## config.mk

```make
export PLATFORM = sky130hd
export DESIGN_NAME = char_lcd_tick_sequencer
export DESIGN_NICKNAME = d
export VERILOG_FILES = /design/src/design/clts_pkg.sv /design/src/design/clts_cfg.sv /design/src/design/clts_seq.sv /design/src/design/clts_dp.sv /design/src/design/char_lcd_tick_sequencer.sv
export SDC_FILE = /design/constraint.sdc
export NUM_CORES = 1
export LEC_CHECK = 0
export ABC_CLOCK_PERIOD_IN_PS = 5900
export BUFFER_PORTS_ARGS = -buffer_cell sky130_fd_sc_hd__buf_2
export CAP_MARGIN = 20
export CORE_ASPECT_RATIO = 1.5
export CORE_UTILIZATION = 40
export CTS_CLUSTER_DIAMETER = 40
export DETAILED_ROUTE_END_ITERATION = 10
export GPL_ROUTABILITY_DRIVEN = 0
export SYNTH_ARGS = -nofsm -noshare
export SYNTH_HDL_FRONTEND = slang
export SYNTH_SLANG_ARGS = --single-unit
```

## constraint.sdc

```tcl
create_clock -name clk -period 5.9 [get_ports clk]
set_input_delay 1.77 -clock clk [delete_from_list [all_inputs] [get_ports clk]]
set_output_delay 1.77 -clock clk [all_outputs]
set_load 0.005 [all_outputs]
```

## src/design/clts_pkg.sv

```systemverilog
`timescale 1ns / 1ps

package clts_pkg;

    localparam int VALUE_W     = 64;
    localparam int MAX_DIGITS  = 20;
    localparam int BCD_W       = 4 * MAX_DIGITS;
    localparam int BITS_W      = $clog2(VALUE_W + 1);
    localparam int DIGIT_CNT_W = $clog2(MAX_DIGITS + 1);
    localparam int UPC_W       = 5;
    localparam int APB_ADDR_W  = 5;
    localparam int APB_DATA_W  = 32;

    typedef logic [UPC_W-1:0] upc_t;

    // operation codes
    localparam logic [1:0] OP_TICK   = 2'd0;
    localparam logic [1:0] OP_CHAR   = 2'd1;
    localparam logic [1:0] OP_CLEAR  = 2'd2;
    localparam logic [1:0] OP_NUMBER = 2'd3;

    // request status codes
    localparam logic [1:0] STATUS_NONE     = 2'd0;
    localparam logic [1:0] STATUS_ACCEPTED = 2'd1;
    localparam logic [1:0] STATUS_REJECTED = 2'd2;

    // register indexes
    localparam logic [2:0] REG_TWO_LINES    = 3'd0;
    localparam logic [2:0] REG_LARGE_FONT   = 3'd1;
    localparam logic [2:0] REG_DISPLAY_ON   = 3'd2;
    localparam logic [2:0] REG_CURSOR_ON    = 3'd3;
    localparam logic [2:0] REG_CURSOR_BLINK = 3'd4;

    // lcd commands
    localparam logic [7:0] CMD_CLEAR     = 8'h01;
    localparam logic [7:0] CMD_HOME      = 8'h02;
    localparam logic [7:0] CMD_ENTRY     = 8'h06;
    localparam logic [7:0] CMD_DISP_BASE = 8'h08;
    localparam logic [7:0] CMD_FUNC_BASE = 8'h30;
    localparam logic [7:0] ASCII_ZERO    = 8'h30;

    // init offsets after the power-up delay
    localparam logic [3:0] OFF_HOME       = 4'd0;
    localparam logic [3:0] OFF_HOME_LOW   = 4'd1;
    localparam logic [3:0] OFF_FUNC       = 4'd2;
    localparam logic [3:0] OFF_FUNC_LOW   = 4'd3;
    localparam logic [3:0] OFF_DISP       = 4'd4;
    localparam logic [3:0] OFF_DISP_LOW   = 4'd5;
    localparam logic [3:0] OFF_CLEAR      = 4'd6;
    localparam logic [3:0] OFF_CLEAR_LOW  = 4'd7;
    localparam logic [3:0] OFF_ENTRY      = 4'd9;
    localparam logic [3:0] OFF_DONE       = 4'd10;

    // request phases
    localparam logic [2:0] CLEAR_PH_CMD    = 3'd0;
    localparam logic [2:0] CLEAR_PH_LOW    = 3'd2;
    localparam logic [2:0] CLEAR_PH_LAST   = 3'd4;
    localparam logic [2:0] NUM_PH_CONVERT  = 3'd0;
    localparam logic [2:0] NUM_PH_EMIT     = 3'd1;
    localparam logic [2:0] NUM_PH_END      = 3'd2;

    typedef enum logic [1:0] {
        KIND_NONE   = 2'd0,
        KIND_STRING = 2'd1,
        KIND_CLEAR  = 2'd2,
        KIND_NUMBER = 2'd3
    } kind_t;

    typedef enum logic [3:0] {
        CLS_INIT       = 4'd0,
        CLS_REJECT     = 4'd1,
        CLS_CHAR       = 4'd2,
        CLS_CLEAR_REQ  = 4'd3,
        CLS_NUM_REQ    = 4'd4,
        CLS_IDLE       = 4'd5,
        CLS_STRING     = 4'd6,
        CLS_CLEAR_TICK = 4'd7,
        CLS_CONVERT    = 4'd8,
        CLS_EMIT       = 4'd9,
        CLS_FINISH     = 4'd10
    } item_class_t;

    typedef enum logic [2:0] {
        COND_NEXT         = 3'd0,
        COND_ALWAYS       = 3'd1,
        COND_NO_ITEM      = 3'd2,
        COND_DISPATCH     = 3'd3,
        COND_BITS_LEFT    = 3'd4,
        COND_NO_LEAD_ZERO = 3'd5,
        COND_OUT_BLOCKED  = 3'd6
    } cond_t;

    typedef struct packed {
        cond_t cond;
        upc_t  target;
        logic  accept;
        logic  st_reject;
        logic  st_accept;
        logic  init_step;
        logic  char_write;
        logic  start_clear;
        logic  start_number;
        logic  char_read;
        logic  string_emit;
        logic  clear_step;
        logic  dd_load;
        logic  dd_step;
        logic  dig_init;
        logic  dig_strip;
        logic  digit_emit;
        logic  num_end;
        logic  out_write;
    } ctl_word_t;

    typedef struct packed {
        item_class_t cls;
        logic        bits_left;
        logic        lead_zero;
    } dp_flags_t;

    typedef struct packed {
        logic two_lines;
        logic large_font;
        logic display_on;
        logic cursor_on;
        logic cursor_blink;
    } cfg_t;

    typedef struct packed {
        logic       bus_write;
        logic       register_select;
        logic [7:0] bus_byte;
        logic       enable_pulsed;
        logic       enable_level;
        logic       busy;
        logic       operational;
        logic [1:0] status;
    } res_t;

    // microprogram addresses
    localparam upc_t UPC_OUT        = 5'd0;
    localparam upc_t UPC_IDLE       = 5'd1;
    localparam upc_t UPC_DISPATCH   = 5'd2;
    localparam upc_t UPC_REJECT     = 5'd3;
    localparam upc_t UPC_INIT       = 5'd4;
    localparam upc_t UPC_CHAR       = 5'd5;
    localparam upc_t UPC_CLEAR_REQ  = 5'd6;
    localparam upc_t UPC_NUM_REQ    = 5'd7;
    localparam upc_t UPC_STR_READ   = 5'd8;
    localparam upc_t UPC_STR_EMIT   = 5'd9;
    localparam upc_t UPC_CLEAR_TICK = 5'd10;
    localparam upc_t UPC_CONV_LOAD  = 5'd11;
    localparam upc_t UPC_CONV_STEP  = 5'd12;
    localparam upc_t UPC_CONV_FIX   = 5'd13;
    localparam upc_t UPC_CONV_CHECK = 5'd14;
    localparam upc_t UPC_CONV_STRIP = 5'd15;
    localparam upc_t UPC_EMIT       = 5'd16;
    localparam upc_t UPC_FINISH     = 5'd17;

    function automatic ctl_word_t ucode_rom(input upc_t addr);
        ctl_word_t w;
        w = '0;
        w.cond = COND_ALWAYS;
        w.target = UPC_OUT;
        case (addr)
            UPC_OUT:
            begin
                w.cond = COND_OUT_BLOCKED;
                w.target = UPC_OUT;
                w.out_write = 1'b1;
            end
            UPC_IDLE:
            begin
                w.cond = COND_NO_ITEM;
                w.target = UPC_IDLE;
                w.accept = 1'b1;
            end
            UPC_DISPATCH:
            begin
                w.cond = COND_DISPATCH;
            end
            UPC_REJECT:     w.st_reject = 1'b1;
            UPC_INIT:       w.init_step = 1'b1;
            UPC_CHAR:
            begin
                w.st_accept = 1'b1;
                w.char_write = 1'b1;
            end
            UPC_CLEAR_REQ:
            begin
                w.st_accept = 1'b1;
                w.start_clear = 1'b1;
            end
            UPC_NUM_REQ:
            begin
                w.st_accept = 1'b1;
                w.start_number = 1'b1;
            end
            UPC_STR_READ:
            begin
                w.cond = COND_NEXT;
                w.char_read = 1'b1;
            end
            UPC_STR_EMIT:   w.string_emit = 1'b1;
            UPC_CLEAR_TICK: w.clear_step = 1'b1;
            UPC_CONV_LOAD:
            begin
                w.cond = COND_NEXT;
                w.dd_load = 1'b1;
            end
            UPC_CONV_STEP:
            begin
                w.cond = COND_BITS_LEFT;
                w.target = UPC_CONV_STEP;
                w.dd_step = 1'b1;
            end
            UPC_CONV_FIX:
            begin
                w.cond = COND_NEXT;
                w.dig_init = 1'b1;
            end
            UPC_CONV_CHECK:
            begin
                w.cond = COND_NO_LEAD_ZERO;
                w.target = UPC_OUT;
            end
            UPC_CONV_STRIP:
            begin
                w.target = UPC_CONV_CHECK;
                w.dig_strip = 1'b1;
            end
            UPC_EMIT:       w.digit_emit = 1'b1;
            UPC_FINISH:     w.num_end = 1'b1;
            default:        w.target = UPC_IDLE;
        endcase
        return w;
    endfunction

    function automatic upc_t dispatch_addr(input item_class_t cls);
        upc_t a;
        case (cls)
            CLS_INIT:       a = UPC_INIT;
            CLS_REJECT:     a = UPC_REJECT;
            CLS_CHAR:       a = UPC_CHAR;
            CLS_CLEAR_REQ:  a = UPC_CLEAR_REQ;
            CLS_NUM_REQ:    a = UPC_NUM_REQ;
            CLS_STRING:     a = UPC_STR_READ;
            CLS_CLEAR_TICK: a = UPC_CLEAR_TICK;
            CLS_CONVERT:    a = UPC_CONV_LOAD;
            CLS_EMIT:       a = UPC_EMIT;
            CLS_FINISH:     a = UPC_FINISH;
            default:        a = UPC_OUT;
        endcase
        return a;
    endfunction

endpackage

```

## src/design/clts_cfg.sv

```systemverilog
`timescale 1ns / 1ps

module clts_cfg
    import clts_pkg::*;
(
    input  logic                  clk,
    input  logic                  rst_n,
    input  logic                  psel,
    input  logic                  penable,
    input  logic                  pwrite,
    input  logic [APB_ADDR_W-1:0] paddr,
    input  logic [APB_DATA_W-1:0] pwdata,
    output logic [APB_DATA_W-1:0] prdata,
    output logic                  pready,
    output cfg_t                  cfg
);

    cfg_t       cfg_reg;
    cfg_t       cfg_next;
    logic       wr_en;
    logic [2:0] reg_index;
    logic       rd_bit;

    assign pready    = 1'b1;
    assign wr_en     = psel & penable & pwrite & pready;
    assign reg_index = paddr[4:2];

    always_comb
    begin
        cfg_next = cfg_reg;
        if (wr_en)
        begin
            case (reg_index)
                REG_TWO_LINES:    cfg_next.two_lines    = pwdata[0];
                REG_LARGE_FONT:   cfg_next.large_font   = pwdata[0];
                REG_DISPLAY_ON:   cfg_next.display_on   = pwdata[0];
                REG_CURSOR_ON:    cfg_next.cursor_on    = pwdata[0];
                REG_CURSOR_BLINK: cfg_next.cursor_blink = pwdata[0];
                default:          cfg_next = cfg_reg;
            endcase
        end
    end

    always_comb
    begin
        case (reg_index)
            REG_TWO_LINES:    rd_bit = cfg_reg.two_lines;
            REG_LARGE_FONT:   rd_bit = cfg_reg.large_font;
            REG_DISPLAY_ON:   rd_bit = cfg_reg.display_on;
            REG_CURSOR_ON:    rd_bit = cfg_reg.cursor_on;
            REG_CURSOR_BLINK: rd_bit = cfg_reg.cursor_blink;
            default:          rd_bit = 1'b0;
        endcase
    end

    assign prdata = {{(APB_DATA_W-1){1'b0}}, rd_bit};
    assign cfg    = cfg_reg;

    always_ff @(posedge clk or negedge rst_n)
    begin
        if (!rst_n)
        begin
            cfg_reg.two_lines    <= 1'b1;
            cfg_reg.large_font   <= 1'b0;
            cfg_reg.display_on   <= 1'b1;
            cfg_reg.cursor_on    <= 1'b0;
            cfg_reg.cursor_blink <= 1'b0;
        end
        else
        begin
            cfg_reg <= cfg_next;
        end
    end

endmodule

```

## src/design/clts_seq.sv

```systemverilog
`timescale 1ns / 1ps

module clts_seq
    import clts_pkg::*;
(
    input  logic      clk,
    input  logic      rst_n,
    input  logic      in_valid,
    input  logic      out_blocked,
    input  dp_flags_t flags,
    output ctl_word_t ctl
);

    upc_t upc_reg;
    upc_t upc_next;
    upc_t upc_inc;

    assign ctl     = ucode_rom(upc_reg);
    assign upc_inc = upc_reg + 1'b1;

    always_comb
    begin
        case (ctl.cond)
            COND_NEXT:         upc_next = upc_inc;
            COND_ALWAYS:       upc_next = ctl.target;
            COND_NO_ITEM:      upc_next = in_valid ? upc_inc : ctl.target;
            COND_DISPATCH:     upc_next = dispatch_addr(flags.cls);
            COND_BITS_LEFT:    upc_next = flags.bits_left ? ctl.target : upc_inc;
            COND_NO_LEAD_ZERO: upc_next = flags.lead_zero ? upc_inc : ctl.target;
            COND_OUT_BLOCKED:  upc_next = out_blocked ? ctl.target : upc_inc;
            default:           upc_next = UPC_IDLE;
        endcase
    end

    always_ff @(posedge clk or negedge rst_n)
    begin
        if (!rst_n)
        begin
            upc_reg <= UPC_IDLE;
        end
        else
        begin
            upc_reg <= upc_next;
        end
    end

endmodule

```

## src/design/clts_dp.sv

```systemverilog
`timescale 1ns / 1ps

module clts_dp
    import clts_pkg::*;
#(
    parameter int STRING_DEPTH     = 32,
    parameter int INIT_DELAY_TICKS = 30
)
(
    input  logic               clk,
    input  logic               rst_n,
    input  ctl_word_t          ctl,
    input  cfg_t               cfg,
    input  logic               in_valid,
    input  logic [1:0]         operation,
    input  logic [VALUE_W-1:0] value,
    input  logic               last_char,
    output dp_flags_t          flags,
    output res_t               res
);

    localparam int CW = $clog2(STRING_DEPTH + 1);
    localparam int AW = (STRING_DEPTH > 1) ? $clog2(STRING_DEPTH) : 1;
    localparam int IW = $clog2(INIT_DELAY_TICKS + 11);

    logic [7:0] char_mem [0:STRING_DEPTH-1];
    logic [7:0] char_q_reg;

    logic [1:0]             op_reg, op_next;
    logic [VALUE_W-1:0]     value_reg, value_next;
    logic                   last_reg, last_next;

    logic                   operational_reg, operational_next;
    logic [IW-1:0]          init_ticks_reg, init_ticks_next;
    kind_t                  kind_reg, kind_next;
    logic                   busy_reg, busy_next;
    logic [2:0]             phase_reg, phase_next;
    logic [CW-1:0]          char_count_reg, char_count_next;
    logic [CW-1:0]          char_index_reg, char_index_next;
    logic [VALUE_W-1:0]     number_reg, number_next;
    logic [BCD_W-1:0]       bcd_reg, bcd_next;
    logic [BITS_W-1:0]      bit_cnt_reg, bit_cnt_next;
    logic [DIGIT_CNT_W-1:0] digit_count_reg, digit_count_next;
    logic                   enable_reg, enable_next;

    logic                   res_write_reg, res_write_next;
    logic                   res_rs_reg, res_rs_next;
    logic [7:0]             res_byte_reg, res_byte_next;
    logic                   res_pulse_reg, res_pulse_next;
    logic [1:0]             res_status_reg, res_status_next;

    logic [BCD_W-1:0]       bcd_adj;
    logic [3:0]             dd_digit;
    logic [3:0]             top_digit;
    logic [IW-1:0]          init_off_full;
    logic [3:0]             init_off;
    logic                   string_more;
    logic                   finish;
    logic                   mem_we;
    logic                   mem_re;
    item_class_t            cls;

    assign top_digit     = bcd_reg[BCD_W-1 -: 4];
    assign init_off_full = init_ticks_reg - IW'(INIT_DELAY_TICKS);
    assign init_off      = init_off_full[3:0];
    assign string_more   = char_index_reg < char_count_reg;

    // add-3 adjust of every bcd digit
    always_comb
    begin
        dd_digit = 4'd0;
        for (int i = 0; i < MAX_DIGITS; i++)
        begin
            dd_digit = bcd_reg[i*4 +: 4];
            bcd_adj[i*4 +: 4] = (dd_digit >= 4'd5) ? dd_digit + 4'd3 : dd_digit;
        end
    end

    always_comb
    begin
        if (op_reg == OP_TICK)
        begin
            if (!operational_reg)
                cls = CLS_INIT;
            else if (!busy_reg)
                cls = CLS_IDLE;
            else
            begin
                case (kind_reg)
                    KIND_STRING: cls = CLS_STRING;
                    KIND_CLEAR:  cls = CLS_CLEAR_TICK;
                    KIND_NUMBER:
                    begin
                        if (phase_reg == NUM_PH_CONVERT)
                            cls = CLS_CONVERT;
                        else if (phase_reg == NUM_PH_EMIT)
                            cls = CLS_EMIT;
                        else
                            cls = CLS_FINISH;
                    end
                    default:     cls = CLS_FINISH;
                endcase
            end
        end
        else if (!operational_reg || busy_reg)
            cls = CLS_REJECT;
        else if (op_reg == OP_CHAR)
            cls = CLS_CHAR;
        else if (op_reg == OP_CLEAR)
            cls = CLS_CLEAR_REQ;
        else
            cls = CLS_NUM_REQ;
    end

    assign flags.cls       = cls;
    assign flags.bits_left = bit_cnt_reg != BITS_W'(1);
    assign flags.lead_zero = (top_digit == 4'd0) && (digit_count_reg > DIGIT_CNT_W'(1));

    assign finish = ctl.start_clear | ctl.start_number | ctl.num_end
                  | (ctl.string_emit & ~string_more)
                  | (ctl.clear_step & (phase_reg >= CLEAR_PH_LAST));

    always_comb
    begin
        op_next          = op_reg;
        value_next       = value_reg;
        last_next        = last_reg;
        operational_next = operational_reg;
        init_ticks_next  = init_ticks_reg;
        kind_next        = kind_reg;
        busy_next        = busy_reg;
        phase_next       = phase_reg;
        char_count_next  = char_count_reg;
        char_index_next  = char_index_reg;
        number_next      = number_reg;
        bcd_next         = bcd_reg;
        bit_cnt_next     = bit_cnt_reg;
        digit_count_next = digit_count_reg;
        enable_next      = enable_reg;
        res_write_next   = res_write_reg;
        res_rs_next      = res_rs_reg;
        res_byte_next    = res_byte_reg;
        res_pulse_next   = res_pulse_reg;
        res_status_next  = res_status_reg;
        mem_we           = 1'b0;
        mem_re           = 1'b0;

        if (ctl.accept && in_valid)
        begin
            op_next         = operation;
            value_next      = value;
            last_next       = last_char;
            res_write_next  = 1'b0;
            res_rs_next     = 1'b0;
            res_byte_next   = 8'h00;
            res_pulse_next  = 1'b0;
            res_status_next = STATUS_NONE;
        end

        if (ctl.st_reject)
            res_status_next = STATUS_REJECTED;
        if (ctl.st_accept)
            res_status_next = STATUS_ACCEPTED;

        // power-up command sequence
        if (ctl.init_step)
        begin
            if (init_ticks_reg >= IW'(INIT_DELAY_TICKS))
            begin
                case (init_off)
                    OFF_HOME:
                    begin
                        res_write_next = 1'b1;
                        res_byte_next  = CMD_HOME;
                        enable_next    = 1'b1;
                    end
                    OFF_FUNC:
                    begin
                        res_write_next = 1'b1;
                        res_byte_next  = CMD_FUNC_BASE | {4'd0, cfg.two_lines,
                                                          cfg.large_font, 2'd0};
                        enable_next    = 1'b1;
                    end
                    OFF_DISP:
                    begin
                        res_write_next = 1'b1;
                        res_byte_next  = CMD_DISP_BASE | {5'd0, cfg.display_on,
                                                          cfg.cursor_on, cfg.cursor_blink};
                        enable_next    = 1'b1;
                    end
                    OFF_CLEAR:
                    begin
                        res_write_next = 1'b1;
                        res_byte_next  = CMD_CLEAR;
                        enable_next    = 1'b1;
                    end
                    OFF_ENTRY:
                    begin
                        res_write_next = 1'b1;
                        res_byte_next  = CMD_ENTRY;
                        enable_next    = 1'b1;
                    end
                    OFF_HOME_LOW, OFF_FUNC_LOW, OFF_DISP_LOW, OFF_CLEAR_LOW:
                    begin
                        enable_next = 1'b0;
                    end
                    OFF_DONE:
                    begin
                        enable_next      = 1'b0;
                        operational_next = 1'b1;
                    end
                    default:
                    begin
                        enable_next = enable_reg;
                    end
                endcase
            end
            if (!operational_next)
                init_ticks_next = init_ticks_reg + 1'b1;
        end

        if (finish)
        begin
            busy_next        = 1'b0;
            kind_next        = KIND_NONE;
            phase_next       = 3'd0;
            char_count_next  = '0;
            char_index_next  = '0;
            digit_count_next = '0;
        end

        // string load
        if (ctl.char_write)
        begin
            if (char_count_reg < CW'(STRING_DEPTH))
            begin
                mem_we          = 1'b1;
                char_count_next = char_count_reg + 1'b1;
            end
            if (last_reg)
            begin
                kind_next       = KIND_STRING;
                busy_next       = 1'b1;
                char_index_next = '0;
                phase_next      = 3'd0;
            end
        end

        if (ctl.start_clear)
        begin
            kind_next = KIND_CLEAR;
            busy_next = 1'b1;
        end

        if (ctl.start_number)
        begin
            number_next = value_reg;
            kind_next   = KIND_NUMBER;
            busy_next   = 1'b1;
        end

        if (ctl.char_read)
            mem_re = string_more;

        if (ctl.string_emit && string_more)
        begin
            res_write_next  = 1'b1;
            res_rs_next     = 1'b1;
            res_byte_next   = char_q_reg;
            res_pulse_next  = 1'b1;
            enable_next     = 1'b0;
            char_index_next = char_index_reg + 1'b1;
        end

        // clear request ticks
        if (ctl.clear_step)
        begin
            if (phase_reg == CLEAR_PH_CMD)
            begin
                res_write_next = 1'b1;
                res_byte_next  = CMD_CLEAR;
                enable_next    = 1'b1;
            end
            else if (phase_reg == CLEAR_PH_LOW)
                enable_next = 1'b0;
            if (phase_reg < CLEAR_PH_LAST)
                phase_next = phase_reg + 1'b1;
        end

        // binary to bcd, one bit per cycle
        if (ctl.dd_load)
        begin
            bcd_next     = '0;
            bit_cnt_next = BITS_W'(VALUE_W);
        end

        if (ctl.dd_step)
        begin
            bcd_next     = {bcd_adj[BCD_W-2:0], number_reg[VALUE_W-1]};
            number_next  = {number_reg[VALUE_W-2:0], 1'b0};
            bit_cnt_next = bit_cnt_reg - 1'b1;
        end

        if (ctl.dig_init)
        begin
            digit_count_next = DIGIT_CNT_W'(MAX_DIGITS);
            phase_next       = NUM_PH_EMIT;
        end

        if (ctl.dig_strip)
        begin
            bcd_next         = {bcd_reg[BCD_W-5:0], 4'd0};
            digit_count_next = digit_count_reg - 1'b1;
        end

        if (ctl.digit_emit)
        begin
            res_write_next   = 1'b1;
            res_rs_next      = 1'b1;
            res_byte_next    = ASCII_ZERO | {4'd0, top_digit};
            res_pulse_next   = 1'b1;
            enable_next      = 1'b0;
            bcd_next         = {bcd_reg[BCD_W-5:0], 4'd0};
            digit_count_next = digit_count_reg - 1'b1;
            if (digit_count_reg == DIGIT_CNT_W'(1))
                phase_next = NUM_PH_END;
        end

        if (ctl.num_end)
            number_next = '0;
    end

    always_ff @(posedge clk)
    begin
        if (mem_we)
            char_mem[char_count_reg[AW-1:0]] <= value_reg[7:0];
        if (mem_re)
            char_q_reg <= char_mem[char_index_reg[AW-1:0]];
    end

    always_ff @(posedge clk)
    begin
        value_reg    <= value_next;
        last_reg     <= last_next;
        number_reg   <= number_next;
        bcd_reg      <= bcd_next;
        res_byte_reg <= res_byte_next;
    end

    always_ff @(posedge clk or negedge rst_n)
    begin
        if (!rst_n)
        begin
            op_reg          <= OP_TICK;
            operational_reg <= 1'b0;
            init_ticks_reg  <= '0;
            kind_reg        <= KIND_NONE;
            busy_reg        <= 1'b0;
            phase_reg       <= 3'd0;
            char_count_reg  <= '0;
            char_index_reg  <= '0;
            bit_cnt_reg     <= '0;
            digit_count_reg <= '0;
            enable_reg      <= 1'b0;
            res_write_reg   <= 1'b0;
            res_rs_reg      <= 1'b0;
            res_pulse_reg   <= 1'b0;
            res_status_reg  <= STATUS_NONE;
        end
        else
        begin
            op_reg          <= op_next;
            operational_reg <= operational_next;
            init_ticks_reg  <= init_ticks_next;
            kind_reg        <= kind_next;
            busy_reg        <= busy_next;
            phase_reg       <= phase_next;
            char_count_reg  <= char_count_next;
            char_index_reg  <= char_index_next;
            bit_cnt_reg     <= bit_cnt_next;
            digit_count_reg <= digit_count_next;
            enable_reg      <= enable_next;
            res_write_reg   <= res_write_next;
            res_rs_reg      <= res_rs_next;
            res_pulse_reg   <= res_pulse_next;
            res_status_reg  <= res_status_next;
        end
    end

    assign res.bus_write       = res_write_reg;
    assign res.register_select = res_rs_reg;
    assign res.bus_byte        = res_byte_reg;
    assign res.enable_pulsed   = res_pulse_reg;
    assign res.enable_level    = enable_reg;
    assign res.busy            = busy_reg;
    assign res.operational     = operational_reg;
    assign res.status          = res_status_reg;

    a_busy_needs_operational: assert property (@(posedge clk) disable iff (!rst_n)
        busy_reg |-> operational_reg)
        else $error("request busy before init finished");

    a_emit_has_digit: assert property (@(posedge clk) disable iff (!rst_n)
        ctl.digit_emit |-> (digit_count_reg != '0))
        else $error("digit emitted with empty digit buffer");

    a_index_in_count: assert property (@(posedge clk) disable iff (!rst_n)
        char_index_reg <= char_count_reg)
        else $error("string read index past loaded characters");

endmodule

```

## src/design/char_lcd_tick_sequencer.sv

```systemverilog
`timescale 1ns / 1ps

// channel   direction  handshake                  payload
// in        request    in_valid / in_stall        operation, value, last_char
// out       result     out_valid / out_stall      bus_write .. request_status
// cfg       apb write  psel, penable, pwrite      paddr, pwdata, prdata
//
// one request in, one result out
// a number conversion tick runs the one-bit-per-cycle bcd shift loop, then
// strips the leading zero digits
// reset clears the sequencer and the counters and sets the mode to its defaults; no clearing pass
// the next request is taken while a result waits on out_stall

module char_lcd_tick_sequencer
    import clts_pkg::*;
#(
    parameter int STRING_DEPTH     = 32,
    parameter int INIT_DELAY_TICKS = 30
)
(
    input  logic                  clk,
    input  logic                  rst_n,
    input  logic                  in_valid,
    output logic                  in_stall,
    input  logic [1:0]            operation,
    input  logic [VALUE_W-1:0]    value,
    input  logic                  last_char,
    output logic                  out_valid,
    input  logic                  out_stall,
    output logic                  bus_write,
    output logic                  register_select,
    output logic [7:0]            bus_byte,
    output logic                  enable_pulsed,
    output logic                  enable_level,
    output logic                  busy_res,
    output logic                  operational,
    output logic [1:0]            request_status,
    input  logic                  psel,
    input  logic                  penable,
    input  logic                  pwrite,
    input  logic [APB_ADDR_W-1:0] paddr,
    input  logic [APB_DATA_W-1:0] pwdata,
    output logic [APB_DATA_W-1:0] prdata,
    output logic                  pready
);

    ctl_word_t ctl;
    dp_flags_t flags;
    cfg_t      cfg;
    res_t      res;
    res_t      out_reg;
    logic      out_valid_reg, out_valid_next;
    logic      out_blocked;
    logic      out_load;

    clts_cfg u_cfg (
        .clk     (clk),
        .rst_n   (rst_n),
        .psel    (psel),
        .penable (penable),
        .pwrite  (pwrite),
        .paddr   (paddr),
        .pwdata  (pwdata),
        .prdata  (prdata),
        .pready  (pready),
        .cfg     (cfg)
    );

    clts_seq u_seq (
        .clk         (clk),
        .rst_n       (rst_n),
        .in_valid    (in_valid),
        .out_blocked (out_blocked),
        .flags       (flags),
        .ctl         (ctl)
    );

    clts_dp #(
        .STRING_DEPTH     (STRING_DEPTH),
        .INIT_DELAY_TICKS (INIT_DELAY_TICKS)
    ) u_dp (
        .clk       (clk),
        .rst_n     (rst_n),
        .ctl       (ctl),
        .cfg       (cfg),
        .in_valid  (in_valid),
        .operation (operation),
        .value     (value),
        .last_char (last_char),
        .flags     (flags),
        .res       (res)
    );

    assign in_stall       = ~ctl.accept;
    assign out_blocked    = out_valid_reg & out_stall;
    assign out_load       = ctl.out_write & ~out_blocked;
    assign out_valid_next = out_load | out_blocked;

    always_ff @(posedge clk)
    begin
        if (out_load)
            out_reg <= res;
    end

    always_ff @(posedge clk or negedge rst_n)
    begin
        if (!rst_n)
        begin
            out_valid_reg <= 1'b0;
        end
        else
        begin
            out_valid_reg <= out_valid_next;
        end
    end

    assign out_valid       = out_valid_reg;
    assign bus_write       = out_reg.bus_write;
    assign register_select = out_reg.register_select;
    assign bus_byte        = out_reg.bus_byte;
    assign enable_pulsed   = out_reg.enable_pulsed;
    assign enable_level    = out_reg.enable_level;
    assign busy_res        = out_reg.busy;
    assign operational     = out_reg.operational;
    assign request_status  = out_reg.status;

    a_no_result_after_accept: assert property (@(posedge clk) disable iff (!rst_n)
        (in_valid && !in_stall) |=> !out_load)
        else $error("result written in the cycle after a request was taken");

    a_out_held_while_stalled: assert property (@(posedge clk) disable iff (!rst_n)
        (out_valid && out_stall) |=> (out_valid && $stable(out_reg)))
        else $error("stalled result changed or dropped");

    a_load_sets_valid: assert property (@(posedge clk) disable iff (!rst_n)
        out_load |=> out_valid)
        else $error("result written without raising out_valid");

endmodule

```

==> out/qor.txt <==
Outcome: finished clean
Worst-path clk slew: 0.06 ns
Fmax: 224.5 MHz
Final hold viol count: 0
CTS H-tree lvls: 3
Slew HR: 0.2924
Setup Skew: 0.02643 ns
Async SR Flop Fraction: 0.09982
Worst path bufs/invs: 2
Syn avg cell area: 13.54 um^2
Clk_lat worst skew: 0.61 ns
Die Width: 205.5 um
Final WS setup: 1.445 ns
Critical Path, Cell by Cell: buf_2, mux2_1, a22oi_1, o22ai_1, buf_2
Post-synth top area share: 0.5078
Cts hold-fix bufs: 0
Synth cell types: 72
Cell Pwr Density: 448.6 mW/mm^2
Post-CTS resize count: 0
RSZ-0062 raised after global routing: false
Crit path time final: 4.455 ns
CTS max path bufs: 3
Least-Margin Pin Slew: 1.061 ns
Kind of cell adding the most delay to the critical path: multiplexers
Synth area leader: edfxtp_1
Tightest Hold Check Type: flip-flop to flip-flop
Area after DPL: 0.02593 mm^2
DRT Pass-1 Iters: 5
Layout cells sized above 1: 0.1668
Total power: 12.66 mW
Die height: 307.2 um
Post-route setup TNS: 0 ns
Die area: 0.06312 mm^2
WL/cell: 18.61 um
YS warnings: 0
Post-Syn Area: 0.02484 mm^2
EDFF count, synth: 420
Gr usage total: 0.1660
Fin crit share: 0.7551
First-pass GRT wire length: 82220 um
Most frequent cells in the layout: edfxtp_1, nor2_1, nand2_1
Post-CTS Setup Bufs: 0
Vias in the first global route: 15160
Worst slack, placed: 1.452 ns
Most used cell, CP: buf_2
Max reg flops: 256
# rows: 111
Via count: 14840
CP max stage delay: 0.33 ns
# fillers: 5339
ANT cells: 0
Detail Placement HPWL: 33710 um
Sink Count: 551
Crit start category: input pin
Number of buffers created by CTS: 66
Drt drc: 0
CP max FO: 7
Syn-to-layout area delta: 13.67%
CP arrival: 2.68 ns
Via density: 5.349
Layout Nets: 2116
Commonest non-fill, non-tap cell in the layout: edfxtp_1
Final ANT Viol Nets: 0
Clk root buf: clkbuf_16
Routed wire length: 51630 um
Mapped Cells: 1835
Leakage power: 9.782 nW
Critical path capture point type: primary output
Slowest-stage cell, CP: mux2_1
Largest net degree at the start of global routing: 87
Grt ovf: 0
Initial antenna violation count: 1
Crit path kind: input pin to primary output
Largest cells by area after synthesis: edfxtp_1, mux4_2, dfxtp_1
Main synth FF type: edfxtp_1
Worst IR Drop VDD: 203.4 uV
Port bufs: 96
Core Region: 0.06125 mm^2
CTS tree: yes
DRT iter0 DRCs: 884
Register area share after synthesis: 0.6246
Layout Cell Area excl Fill: 0.02823 mm^2
Starting density of the core: 0.4055
Crit path required time: 4.13 ns
Final setup fails: 0
Synth Register Bits: 551
I/O pins: 162
Max-slew violations: 0
Maxcap violations: 0
[logic make-up (layout without fill, tap and decap cells)]
group | count (synthesis) | count (layout) | share of synthesized area
fa+ha+maj | 74 | 74 | 0.03728
mux | 167 | 167 | 0.1087
other cells | 2 | 32 | 0.0003024
buf+inv | 197 | 316 | 0.03783
flops | 551 | 551 | 0.6246
simple gates | 442 | 442 | 0.08705
compound gates | 370 | 370 | 0.09299
xor+xnor | 32 | 32 | 0.01128
[Yosys cell counts (3+ instances only)]
master and n:
nor2_1 137, buf_1 7, a21oi_1 84, a211oi_1 69, a22o_1 20, a22oi_1 7, nor2b_1 5, o22ai_1 5
nor4_1 4, dfxtp_1 76, o21ai_1 66, or3_1 23, o211ai_1 3, a31oi_1 10, o21ai_0 54, ha_1 74
mux2_2 8, and3_1 6, buf_6 4, nor3_1 21, dfstp_2 3, mux4_2 78, buf_2 10, o31ai_1 23
o21bai_1 3, nand3_1 36, mux2_1 7, dfrtp_1 52, xnor2_1 29, buf_4 39, clkbuf_1 63, nand2b_1 33
xor2_1 3, mux2i_1 72, a21o_1 4, nand3b_1 4, edfxtp_1 420, inv_1 71, nor3b_1 41, nand2_1 108
o21a_1 3, nand4_1 12
[layer usage]
metal	track usage	share of wire
met2	0.2928	0.53
met1	0.2002	0.40
met3	0.02741	0.040
met5	0	0
met4	0.06529	0.027
[metrics by stage]
| step | utilization | hold WS (ns) | instances |
|---|---|---|---|
| finish | 0.4610 | 0.4393 | 2775 |
| global route | 0.4610 | 0.4519 | 2775 |
| CTS | 0.4587 | 0.4407 | 2767 |
| detailed placement | 0.4233 | 0.4250 | 2646 |
| global placement | 0.4233 | 0.4255 | 2646 |
| floorplan | - | 0.4079 | 1865 |
[final timing paths]
kind,slack [ns],cells past startpoint,start,end
max in group asynchronous,3.99,2,rst_n,u_dp.char_index_reg[0]
worst max-delay path,1.45,5,paddr[2],prdata[0]
min in group asynchronous,1.33,2,rst_n,u_cfg.cfg[1]
worst min register to register,0.44,0,u_dp.res_status_reg[1],request_status[1]
worst max register to register,2.50,7,u_seq.upc_reg[0],u_dp.bcd_reg[76]
worst min-delay path,0.44,0,u_dp.res_status_reg[1],request_status[1]
[power breakdown]
group / switching, mW / internal [mW] / leakage, nW
registers: 0.564 / 4.98 / 5.17
clock network: 1.69 / 2.31 / 1.06
logic: 1.71 / 1.41 / 3.55
[cell type report]
| type | instances | area, um^2 | share of cell area |
|---|---|---|---|
| well taps | 791 | 989.7 | 0.03505 |
| inverters | 73 | 274.0 | 0.009705 |
| clock inverters | 37 | 321.6 | 0.01139 |
| flip-flops and latches | 551 | 15520 | 0.5497 |
| clock buffers | 84 | 1846 | 0.06537 |
| multi-input cells | 1117 | 8531 | 0.3021 |
| repair buffers | 122 | 753.2 | 0.02668 |
Power figures use the tool's default switching activity.
